<file path="src/rtl/core/lcdnw_pkg.sv">
// Types, constants and helper functions of the LCD nibble writer.
package lcdnw_pkg;

   localparam int MODE_W      = 2;
   localparam int BYTE_W      = 8;
   localparam int NIBBLE_W    = 4;
   localparam int WIDTH_US_W  = 16;
   localparam int WAIT_US_W   = 20;
   localparam int STEP_W      = 4;
   localparam int CSR_INDEX_W = 8;
   localparam int CSR_DATA_W  = 20;
   localparam int Q_DEPTH     = 2;
   localparam int Q_PTR_W     = $clog2(Q_DEPTH);
   localparam int Q_CNT_W     = $clog2(Q_DEPTH + 1);

   localparam logic [CSR_INDEX_W-1:0] CSR_ENABLE_PULSE = 8'd0;
   localparam logic [CSR_INDEX_W-1:0] CSR_POWER_UP     = 8'd1;
   localparam logic [CSR_INDEX_W-1:0] CSR_RESET_FIRST  = 8'd2;
   localparam logic [CSR_INDEX_W-1:0] CSR_RESET_STEP   = 8'd3;

   localparam logic [WIDTH_US_W-1:0] ENABLE_PULSE_RESET = 16'd100;
   localparam logic [WAIT_US_W-1:0]  POWER_UP_RESET     = 20'd100000;
   localparam logic [WAIT_US_W-1:0]  RESET_FIRST_RESET  = 20'd100000;
   localparam logic [WIDTH_US_W-1:0] RESET_STEP_RESET   = 16'd200;
   localparam logic [WIDTH_US_W-1:0] MIN_ENABLE_WIDTH   = 16'd1;

   localparam logic [NIBBLE_W-1:0] RESET_NIBBLE      = 4'h3;
   localparam logic [NIBBLE_W-1:0] RESET_NIBBLE_LAST = 4'h2;

   localparam logic [STEP_W-1:0] LAST_STEP_BYTE  = 4'd1;
   localparam logic [STEP_W-1:0] LAST_STEP_RESET = 4'd3;
   localparam logic [STEP_W-1:0] LAST_STEP_INIT  = 4'd11;
   localparam logic [STEP_W-1:0] FIRST_CMD_STEP  = 4'd4;

   typedef enum logic [MODE_W-1:0] {
      OP_CMD   = 2'd0,
      OP_DATA  = 2'd1,
      OP_RESET = 2'd2,
      OP_INIT  = 2'd3
   } op_type;

   typedef struct packed {
      op_type              op;
      logic [BYTE_W-1:0]   byte_value;
      logic [STEP_W-1:0]   last_step;
   } q_entry_type;

   typedef struct packed {
      logic [WIDTH_US_W-1:0] enable_pulse_us;
      logic [WAIT_US_W-1:0]  power_up_wait_us;
      logic [WAIT_US_W-1:0]  reset_first_wait_us;
      logic [WIDTH_US_W-1:0] reset_step_wait_us;
   } cfg_type;

   typedef struct packed {
      logic [NIBBLE_W-1:0]   nibble;
      logic                  register_select;
      logic [WIDTH_US_W-1:0] enable_width_us;
      logic [WAIT_US_W-1:0]  wait_before_us;
      logic [WAIT_US_W-1:0]  wait_after_us;
      logic                  last;
   } strobe_type;

   function automatic logic [BYTE_W-1:0] init_cmd(input logic [1:0] idx);
      logic [BYTE_W-1:0] cmd;
      unique case (idx)
         2'd0:    cmd = 8'h28;
         2'd1:    cmd = 8'h0E;
         2'd2:    cmd = 8'h01;
         default: cmd = 8'h80;
      endcase
      return cmd;
   endfunction

endpackage

</file>
<file path="src/rtl/core/lcdnw_front.sv">
// Front end: accepts operations and classifies them for the strobe sequencer.
module lcdnw_front
   import lcdnw_pkg::*;
(
   input  logic                req_tvalid,
   output logic                req_tready,
   input  logic [MODE_W-1:0]   req_mode,
   input  logic [BYTE_W-1:0]   req_byte,
   input  logic                q_full,
   output logic                q_push,
   output q_entry_type         q_entry
);

   op_type op;

   always_comb begin
      op = op_type'(req_mode);
      q_entry.op         = op;
      q_entry.byte_value = req_byte;
      unique case (op)
         OP_CMD, OP_DATA: q_entry.last_step = LAST_STEP_BYTE;
         OP_RESET:        q_entry.last_step = LAST_STEP_RESET;
         default:         q_entry.last_step = LAST_STEP_INIT;
      endcase
   end

   assign req_tready = !q_full;
   assign q_push     = req_tvalid && !q_full;

endmodule

</file>
<file path="src/rtl/core/lcdnw_queue.sv">
// Short queue of classified operations between the front end and the sequencer.
module lcdnw_queue
   import lcdnw_pkg::*;
(
   input  logic        clock,
   input  logic        reset,
   input  logic        push,
   input  q_entry_type push_entry,
   output logic        full,
   input  logic        pop,
   output logic        head_valid,
   output q_entry_type head_entry
);

   q_entry_type          entries_ff [Q_DEPTH];
   logic [Q_PTR_W-1:0]   wr_ptr_ff, wr_ptr_in;
   logic [Q_PTR_W-1:0]   rd_ptr_ff, rd_ptr_in;
   logic [Q_CNT_W-1:0]   count_ff, count_in;
   logic                 do_push, do_pop;

   assign full       = (count_ff == Q_CNT_W'(Q_DEPTH));
   assign head_valid = (count_ff != '0);
   assign head_entry = entries_ff[rd_ptr_ff];
   assign do_push    = push && !full;
   assign do_pop     = pop && head_valid;

   always_comb begin
      wr_ptr_in = wr_ptr_ff;
      rd_ptr_in = rd_ptr_ff;
      count_in  = count_ff;
      if (do_push) begin
         wr_ptr_in = (wr_ptr_ff == Q_PTR_W'(Q_DEPTH - 1)) ? '0 : wr_ptr_ff + 1'b1;
      end
      if (do_pop) begin
         rd_ptr_in = (rd_ptr_ff == Q_PTR_W'(Q_DEPTH - 1)) ? '0 : rd_ptr_ff + 1'b1;
      end
      if (do_push && !do_pop) begin
         count_in = count_ff + 1'b1;
      end else if (do_pop && !do_push) begin
         count_in = count_ff - 1'b1;
      end
   end

   always_ff @(posedge clock) begin
      if (reset) begin
         wr_ptr_ff <= '0;
         rd_ptr_ff <= '0;
         count_ff  <= '0;
      end else begin
         wr_ptr_ff <= wr_ptr_in;
         rd_ptr_ff <= rd_ptr_in;
         count_ff  <= count_in;
      end
   end

   always_ff @(posedge clock) begin
      if (do_push) begin
         entries_ff[wr_ptr_ff] <= push_entry;
      end
   end

endmodule

</file>
<file path="src/rtl/core/lcdnw_back.sv">
// Back end: steps through the strobes of the queued operation into the output register.
module lcdnw_back
   import lcdnw_pkg::*;
(
   input  logic        clock,
   input  logic        reset,
   input  cfg_type     cfg,
   input  logic        head_valid,
   input  q_entry_type head_entry,
   output logic        pop,
   output logic        rsp_valid,
   input  logic        rsp_ready,
   output strobe_type  rsp_strobe
);

   logic [STEP_W-1:0] step_ff, step_in;
   logic [STEP_W-1:0] cmd_step;
   logic              out_valid_ff, out_valid_in;
   strobe_type        out_ff;
   strobe_type        strobe;
   logic              load;
   logic [BYTE_W-1:0] cmd_byte;

   assign load     = head_valid && (!out_valid_ff || rsp_ready);
   assign cmd_step = step_ff - FIRST_CMD_STEP;
   assign cmd_byte = init_cmd(cmd_step[2:1]);

   always_comb begin
      strobe.register_select = 1'b0;
      strobe.wait_before_us  = '0;
      strobe.wait_after_us   = '0;
      strobe.enable_width_us = (cfg.enable_pulse_us == '0) ? MIN_ENABLE_WIDTH
                                                            : cfg.enable_pulse_us;
      strobe.last            = (step_ff == head_entry.last_step);
      unique case (head_entry.op)
         OP_CMD, OP_DATA: begin
            strobe.register_select = (head_entry.op == OP_DATA);
            strobe.nibble = step_ff[0] ? head_entry.byte_value[3:0]
                                       : head_entry.byte_value[7:4];
         end
         default: begin
            if (step_ff < FIRST_CMD_STEP) begin
               strobe.nibble = (step_ff == LAST_STEP_RESET) ? RESET_NIBBLE_LAST
                                                            : RESET_NIBBLE;
               if (step_ff == '0) begin
                  strobe.wait_after_us = cfg.reset_first_wait_us;
                  if (head_entry.op == OP_INIT) begin
                     strobe.wait_before_us = cfg.power_up_wait_us;
                  end
               end else begin
                  strobe.wait_after_us = WAIT_US_W'(cfg.reset_step_wait_us);
               end
            end else begin
               strobe.nibble = step_ff[0] ? cmd_byte[3:0] : cmd_byte[7:4];
            end
         end
      endcase
   end

   always_comb begin
      step_in      = step_ff;
      out_valid_in = out_valid_ff && !rsp_ready;
      pop          = 1'b0;
      if (load) begin
         out_valid_in = 1'b1;
         if (strobe.last) begin
            step_in = '0;
            pop     = 1'b1;
         end else begin
            step_in = step_ff + 1'b1;
         end
      end
   end

   always_ff @(posedge clock) begin
      if (reset) begin
         step_ff      <= '0;
         out_valid_ff <= 1'b0;
      end else begin
         step_ff      <= step_in;
         out_valid_ff <= out_valid_in;
      end
   end

   always_ff @(posedge clock) begin
      if (load) begin
         out_ff <= strobe;
      end
   end

   assign rsp_valid  = out_valid_ff;
   assign rsp_strobe = out_ff;

endmodule

</file>
<file path="src/rtl/core/lcd_four_bit_nibble_writer.sv">
// Top level of the 4-bit character LCD nibble writer.
// Each accepted operation is turned into a run of enable strobes, one result per strobe:
// a command or data write gives two, the reset sequence four and the full init twelve.
// The sequencer emits one strobe per clock cycle unless the output transfer is stalled,
// and a two-entry queue lets new operations be taken while the current run is still
// being emitted or its output transfer is stalled. The timing registers are read as
// each strobe is formed and should be written only while idle.
module lcd_four_bit_nibble_writer
   import lcdnw_pkg::*;
(
   input  logic                    clock,
   input  logic                    reset,
   input  logic                    req_tvalid,
   output logic                    req_tready,
   input  logic [7:0]              req_tdata,   // byte_value[7:0]
   input  logic [1:0]              req_tuser,   // mode[1:0]
   output logic                    rsp_tvalid,
   input  logic                    rsp_tready,
   output logic [63:0]             rsp_tdata,   // nibble[3:0], enable_width_us[19:4],
                                                // wait_before_us[39:20], wait_after_us[59:40],
                                                // zero[63:60]
   output logic                    rsp_tuser,   // register_select[0]
   output logic                    rsp_tlast,
   input  logic                    csr_valid,
   output logic                    csr_ready,
   input  logic [CSR_INDEX_W-1:0]  csr_index,
   input  logic [CSR_DATA_W-1:0]   csr_data
);

   cfg_type     cfg_ff, cfg_in;
   logic        q_full, q_push, q_pop, head_valid;
   q_entry_type push_entry, head_entry;
   strobe_type  strobe;

   assign csr_ready = 1'b1;

   always_comb begin
      cfg_in = cfg_ff;
      if (csr_valid) begin
         unique case (csr_index)
            CSR_ENABLE_PULSE: cfg_in.enable_pulse_us     = csr_data[WIDTH_US_W-1:0];
            CSR_POWER_UP:     cfg_in.power_up_wait_us    = csr_data;
            CSR_RESET_FIRST:  cfg_in.reset_first_wait_us = csr_data;
            CSR_RESET_STEP:   cfg_in.reset_step_wait_us  = csr_data[WIDTH_US_W-1:0];
            default:          cfg_in = cfg_ff;
         endcase
      end
   end

   always_ff @(posedge clock) begin
      if (reset) begin
         cfg_ff.enable_pulse_us     <= ENABLE_PULSE_RESET;
         cfg_ff.power_up_wait_us    <= POWER_UP_RESET;
         cfg_ff.reset_first_wait_us <= RESET_FIRST_RESET;
         cfg_ff.reset_step_wait_us  <= RESET_STEP_RESET;
      end else begin
         cfg_ff <= cfg_in;
      end
   end

   lcdnw_front u_front (
      .req_tvalid (req_tvalid),
      .req_tready (req_tready),
      .req_mode   (req_tuser),
      .req_byte   (req_tdata),
      .q_full     (q_full),
      .q_push     (q_push),
      .q_entry    (push_entry)
   );

   lcdnw_queue u_queue (
      .clock      (clock),
      .reset      (reset),
      .push       (q_push),
      .push_entry (push_entry),
      .full       (q_full),
      .pop        (q_pop),
      .head_valid (head_valid),
      .head_entry (head_entry)
   );

   lcdnw_back u_back (
      .clock      (clock),
      .reset      (reset),
      .cfg        (cfg_ff),
      .head_valid (head_valid),
      .head_entry (head_entry),
      .pop        (q_pop),
      .rsp_valid  (rsp_tvalid),
      .rsp_ready  (rsp_tready),
      .rsp_strobe (strobe)
   );

   assign rsp_tdata = {4'b0000, strobe.wait_after_us, strobe.wait_before_us,
                       strobe.enable_width_us, strobe.nibble};
   assign rsp_tuser = strobe.register_select;
   assign rsp_tlast = strobe.last;

endmodule

</file>
<file path="config.mk">
export PLATFORM = sky130hd
export DESIGN_NAME = lcd_four_bit_nibble_writer
export DESIGN_NICKNAME = d
export VERILOG_FILES = /design/src/rtl/core/lcdnw_pkg.sv /design/src/rtl/core/lcdnw_front.sv /design/src/rtl/core/lcdnw_queue.sv /design/src/rtl/core/lcdnw_back.sv /design/src/rtl/core/lcd_four_bit_nibble_writer.sv
export SDC_FILE = /design/constraint.sdc
export NUM_CORES = 1
export LEC_CHECK = 0
export ABC_AREA = 1
export ABC_CLOCK_PERIOD_IN_PS = 3690
export CAP_MARGIN = 20
export CELL_PAD_IN_SITES_DETAIL_PLACEMENT = 0
export CELL_PAD_IN_SITES_GLOBAL_PLACEMENT = 1
export CORE_MARGIN = 1
export CORE_UTILIZATION = 48
export DETAILED_ROUTE_END_ITERATION = 10
export DONT_BUFFER_PORTS = 1
export HOLD_SLACK_MARGIN = 0.12
export PLACE_DENSITY_LB_ADDON = 0.05
export SETUP_SLACK_MARGIN = 0.15
export SLEW_MARGIN = 20
export SYNTH_ARGS = -nofsm -noshare
export SYNTH_HDL_FRONTEND = slang
export SYNTH_SLANG_ARGS = --single-unit
</file>
<file path="constraint.sdc">
create_clock -name clock -period 3.69 [get_ports clock]
set_input_delay 0.5535 -clock clock [delete_from_list [all_inputs] [get_ports clock]]
set_output_delay 0.5535 -clock clock [all_outputs]
set_load 0.05 [all_outputs]
</file>
# Word-level counts from Yosys, hierarchy flattened
# Memory sizes are Yosys's and may differ from the RTL's. A register that Yosys moved wholly into a read port is not among the register bits.
# Index checks and enable logic that the tools add are counted.
word_totals:
  regBits: 143
  mem_bits_rw: 28
  inputBits: 43
  wordCells: 89
  n_memories: 1
mem_list:
  columns: ["name", "depth", "width", "read_ports", "rd_ports_with_merged_regs", "write_ports", "line_no", "rtl"]
  rows:
  - ["u_queue.entries_ff", 2, 14, 1, 1, 1, "lcdnw_queue.sv:15", "q_entry_type entries_ff [Q_DEPTH];"]
op_classes:
  n_addsub: 6
  n_lt_le_gt_ge: 1
  n_eq_ne: 12
  mux: 20
  bitwise: 3
  n_reduce_logical: 30
op_table:
  columns: ["operator", "count"]
  rows:
  - ["$pmux 8 s3", 1]
  - ["$mux 4", 5]
  - ["$eq 8x2->1 const B", 2]
  - ["$logic_not 16->1", 1]
  - ["$mux 16", 1]
  - ["$mux 1", 10]
  - ["$eq 2x2->1 const B", 4]
  - ["$eq 8x1->1 const B", 1]
  - ["$logic_not 8->1", 1]
  - ["$pmux 4 s2", 1]
  - ["$reduce_and 2->1", 4]
  - ["$logic_and 1x1->1", 7]
  - ["$eq 2x1->1 const B", 3]
  - ["$logic_not 2->1", 3]
  - ["$logic_not 1->1", 5]
  - ["$reduce_or 5->1", 1]
  - ["$add 4x1->4 const B", 1]
  - ["$eq 4x2->1 const B", 1]
  - ["$eq 4x4->1", 1]
  - ["$logic_not 4->1", 1]
  - ["$lt 4x3->1 const B", 1]
  - ["$mux 2", 2]
  - ["$reduce_bool 2->1", 2]
  - ["$reduce_or 2->1", 2]
  - ["8 further kinds", 11]

# Longest topological paths before layout
depth:
  depth_word: 8
  depth_mapped: 11
  ltp_nobuf: 11

# Modules after synthesis
# Synthesis repeated with hierarchy kept, for this count alone.
hier_totals:
  cells_unflattened: 797
  hier_area_um2: 7343.3
modules_own_cells:
  columns: ["module", "n_inst", "cells_each", "area_each_um2"]
  rows:
  - ["lcd_four_bit_nibble_writer", 1, 421, 3062.9]
  - ["lcdnw_back", 1, 276, 2904.0]
  - ["lcdnw_queue", 1, 80, 1253.7]
  - ["lcdnw_front", 1, 20, 122.6]

# Least setup slack after synthesis
# Ideal clock, no wire load.
synth_timing:
  kind: "input-to-reg"
  from: "input rsp_tready"
  to: "register u_queue.count_ff[1]"
  setup_time_ns: 0.122
  t_arrival_ns: 3.254
  slack_ns: 0.313
  path_stages: 10
  path_buffers: 0
  path_cell_list: "inv_1 -> nand2_1 -> o21ai_1 -> inv_1 -> nand3_1 -> ha_1 -> a21oi_1 -> o21ai_0 -> o21ai_0 -> a21oi_1"
synth_between:
  elab_chain_len: 7
  word_cells_on_any_way: 9
  cone_classes: "2 x mux; 7 x reduce/logical"
synth_rtl:
  columns: ["item", "line_no", "rtl"]
  rows:
  - ["start: declaration", "lcd_four_bit_nibble_writer.sv:18", "input logic rsp_tready,"]
  - ["$logic_or 1x1->1 *", "lcdnw_back.sv:24", "assign load = head_valid && (!out_valid_ff || rsp_ready);"]
  - ["$logic_and 1x1->1 *", "lcdnw_back.sv:24", null]
  - ["$mux 1 *", "lcdnw_back.sv:64", "if (load) begin"]
  - ["$logic_and 1x1->1 *", "lcdnw_queue.sv:25", "assign do_pop = pop && head_valid;"]
  - ["$logic_not 1->1", "lcdnw_queue.sv:37", "if (do_push && !do_pop) begin"]
  - ["$logic_and 1x1->1", "lcdnw_queue.sv:37", null]
  - ["$mux 2 or $reduce_bool 2->1 (tied branches)", null, null]
  - ["end signal: assignment", "lcdnw_queue.sv:52", "count_ff <= count_in;"]
  - ["end: declaration", "lcdnw_queue.sv:18", "logic [Q_CNT_W-1:0] count_ff, count_in;"]
# Every way passes the cells marked *; elsewhere a longest branch is shown, timed or not.
# A chain may end at the register's enable or synchronous reset.

# Worst setup path in the final report
layout_timing:
  from: "register u_back.step_ff[0]"
  to: "register u_back.out_ff (netlist bit u_back.rsp_strobe[25]), data pin"
layout_between:
  elab_chain_len: 3
  word_cells_on_any_way: 5
  cone_classes: "1 x order compare; 2 x bitwise; 2 x reduce/logical"
layout_rtl:
  columns: ["item", "line_no", "rtl"]
  rows:
  - ["start: declaration", "lcdnw_back.sv:16", "logic [STEP_W-1:0] step_ff, step_in;"]
  - ["start signal: assignment", "lcdnw_back.sv:80", "step_ff <= step_in;"]
  - ["$lt 4x3->1 or $logic_not 4->1 (tied branches)", "lcdnw_back.sv:42, lcdnw_back.sv:45", null]
  - ["$not 1->1 (no source line)", null, null]
  - ["$reduce_or 5->1 (no source line) *", null, null]
  - ["end signal: assignment", "lcdnw_back.sv:87", "out_ff <= strobe;"]
  - ["end: declaration", "lcdnw_back.sv:19", "strobe_type out_ff;"]
# Marks and branches as above.

==> impl_metrics.ini <==
[global_route]
overflow = 0
antenna_found_initial = 1
use_met1 = 0.311
grt.total_usage = 0.219
grtUsageMet2 = 0.315
grt_pass1_wl_um = 23700
grtUsageMet3 = 0.0608
grt-busiest-layer = met2
grt_pass1_vias = 4178
grt_max_degree = 66

[detailed_routing]
ant_nets = 0
drt_pass1_iterations = 5
first_iter_violations = 418
vias = 4528
wl_um = 15100
wire_per_inst_um = 18.1
drc = 0
vias_per_cell = 5.42

[floorplan]
std_cell_rows = 42
die_w_um = 120
core_mm2 = 0.0135
start_util = 0.500
die_h_um = 120
die_area_mm2 = 0.0145
io_pins = 112

[setup_path]
startpoint_type = register
r2r_slack_ps = 1190
cp_slowest_cell = ha_1
worstSetupPathType = reg -> reg
worstPathCellList = inv_2 -> ha_1 -> nand2_2 -> nor2_2 -> inv_2 -> or2_4 -> nor2_4
critPathMostFrequentCell = inv_2
crit_required_ps = 3970
crit_family = simple AND/OR/NAND/NOR gates
endpoint = u_back.rsp_strobe[25]$_SDFFCE_PP0N_
timing.rr.end = u_back.rsp_strobe[25]$_SDFFCE_PP0N_
cp.arrival_ps = 2780
r2r_cells = 7
path_buf_inv = 2
slowest_delay_ps = 570
setup.worst_path.start = u_back.step_ff[0]$_SDFFE_PP0N_
critPathMaxFanout = 20
critPathCaptureType = register
crit_cells = 7
r2r_start = u_back.step_ff[0]$_SDFFE_PP0N_

[placement]
place_congestion = 0.764
dpl.hpwl_um = 9750
dp.cells = 802
io_buffers = 0

[synthesis]
postSynthAreaPerCell_um2 = 10.0
yosysWarnings = 0
netlist-cell-type-count = 39
seq_area_frac_synth = 0.627
synthCells = 672
netlist_area_mm2 = 0.00673
synth_seq_cells = 168

[clock_tree]
cts_resized = 0
clk_latency_ps = 420
cts_hold_buf = 0
cts_made_buffers = 17
cts_sinks = 168
postCtsSetupBuffers = 0
cts-root-buf = clkbuf_16
clock_path_buffers = 2
clk_pin_slew_ps = 60
cts_tree = done
htreeDepth = 4

[timing]
finalSetupViolCount = 0
period_needed_ps = 2500
max_freq_mhz = 400
slew_violations = 0
finalCritPeriodShare = 0.677
slew_headroom = 0.338
fin_tns_setup_ps = 0
worst_pin_slew_ps = 992
rsz0062_at_grt = no
hold_viol_final = 0
skew_ps = 5.79

[min_path]
hp-class = in -> reg
min_from = reset

[final_layout]
layout.nets = 691
multi_input_area_mm2 = 0.00207
fillers = 1239
drive_gt1_frac = 0.111
regArea_mm2 = 0.00422
area_growth_pct = 8.83
final_cells = 835

[run_status]
status = complete, no violations

[job]
max_cap_viol_count = 0

[power_and_ir_drop]
ir_drop_mv = 0.394
leakagePower_nw = 2.69
p_per_area_mw_per_mm2 = 752
==> power breakdown <==
| part | internal (mW) | switching (mW) |
|---|---|---|
| clock network | 1.07 | 0.690 |
| registers | 2.32 | 0.792 |
| logic | 0.141 | 0.492 |
==> cells in the mapped netlist, drive strengths merged <==
cell type	instances	area, um^2
nor2	132	651
a32oi	1	8.76
a21oi	59	295
and2	1	6.26
nand3	40	200
nor3	4	42.5
ha	3	37.5
nor4	4	25.0
o31ai	1	7.51
mux2i	1	10.0
or2	3	21.3
nand4	2	12.5
o211ai	2	20.0
o21bai	1	7.51
a31oi	3	18.8
buf	21	150
conb	2	7.51
edfxtp	86	2580
clkbuf	34	128
a211oi	1	7.51
o21ai	88	444
inv	50	188
dfxtp	82	1640
o22ai	2	12.5
nand2	46	178
o22a	1	8.76
xor2	1	8.76
nor3b	1	12.5
==> cell families after synthesis <==
| kind of cell | after synthesis | synth area share |
|---|---|---|
| other | 2 | 0.00112 |
| buffers and inverters | 105 | 0.0691 |
| AO/OA/AOI/OAI | 159 | 0.123 |
| flip-flops | 168 | 0.627 |
| adder cells (fa/ha/maj) | 3 | 0.00558 |
| AND/OR/NAND/NOR | 233 | 0.171 |
| XOR/XNOR | 1 | 0.00130 |
| multiplexers | 1 | 0.00149 |
==> cells in the final DEF, fill, tap and decap left out, drive strengths merged, types with 2 or more instances in the layout <==
master,synthesis,routed
clkbuf,34,21
clkinv,0,8
o21ai,88,88
edfxtp,86,86
nor2,132,132
buf,21,6
or2,3,3
bufinv,0,3
o22ai,2,2
nor4,4,4
nand4,2,2
ha,3,3
dfxtp,82,82
nand2,46,46
inv,50,50
nor3,4,4
nand3,40,40
o211ai,2,2
conb,2,5
a21oi,59,59
a31oi,3,3
==> flip-flops by register name, summed over array words and instances, names as in the netlist, named ones only <==
signal	cells
u_queue.rd_ptr_ff	1
u_queue.wr_ptr_ff	1
u_back.rsp_strobe	62
u_back.step_ff	4
cfg_ff	72
u_queue.count_ff	2
u_queue.entries_ff	24
u_back.rsp_valid	1
==> per-stage QoR <==
step	power, mW	utilization	hold WS (ps)	setup slack [ps]	area, um^2
after detailed placement	3.80	0.501	440	1170	6740
after floorplan	3.63	-	424	313	6740
after CTS	5.55	0.544	190	1150	7320
after global routing	5.72	0.544	188	964	7320
final	5.51	0.545	206	1190	7330
after global placement	3.78	0.501	439	1260	6740
==> per-layer routing <==
layer  wire, um  share of wire
met4        233          0.015
met1       7310           0.48
met3        961          0.064
met5          0              0
met2       6590           0.44
==> worst register-to-register path, delay by kind of cell, from the launching register on <==
family                   cells  cell delay (ps)
buffers and inverters        2              250
adder cells (fa/ha/maj)      1              580
flip-flops                   1              360
AND/OR/NAND/NOR              4             1180
==> cell type report <==
class,instances,share of cell area
multi-input cells,402,0.282
inverters,50,0.0256
flip-flops and latches,168,0.577
clock buffers,21,0.0615
well taps,176,0.0301
repair buffers,6,0.00615
clock inverters,11,0.0176
diodes,1,0.000342
==> worst min-delay path by stage <==
stage,to,cells past startpoint
finish,u_back.rsp_valid$_SDFF_PP0_,1
global route,u_back.rsp_valid$_SDFF_PP0_,1
CTS,u_back.rsp_valid$_SDFF_PP0_,1
detailed placement,cfg_ff[6]$_SDFFE_PP1P_,2
global placement,cfg_ff[51]$_SDFFE_PP1P_,2
floorplan,cfg_ff[3]$_SDFFE_PP1P_,2
No activity file was read; power rests on OpenSTA's default activity.
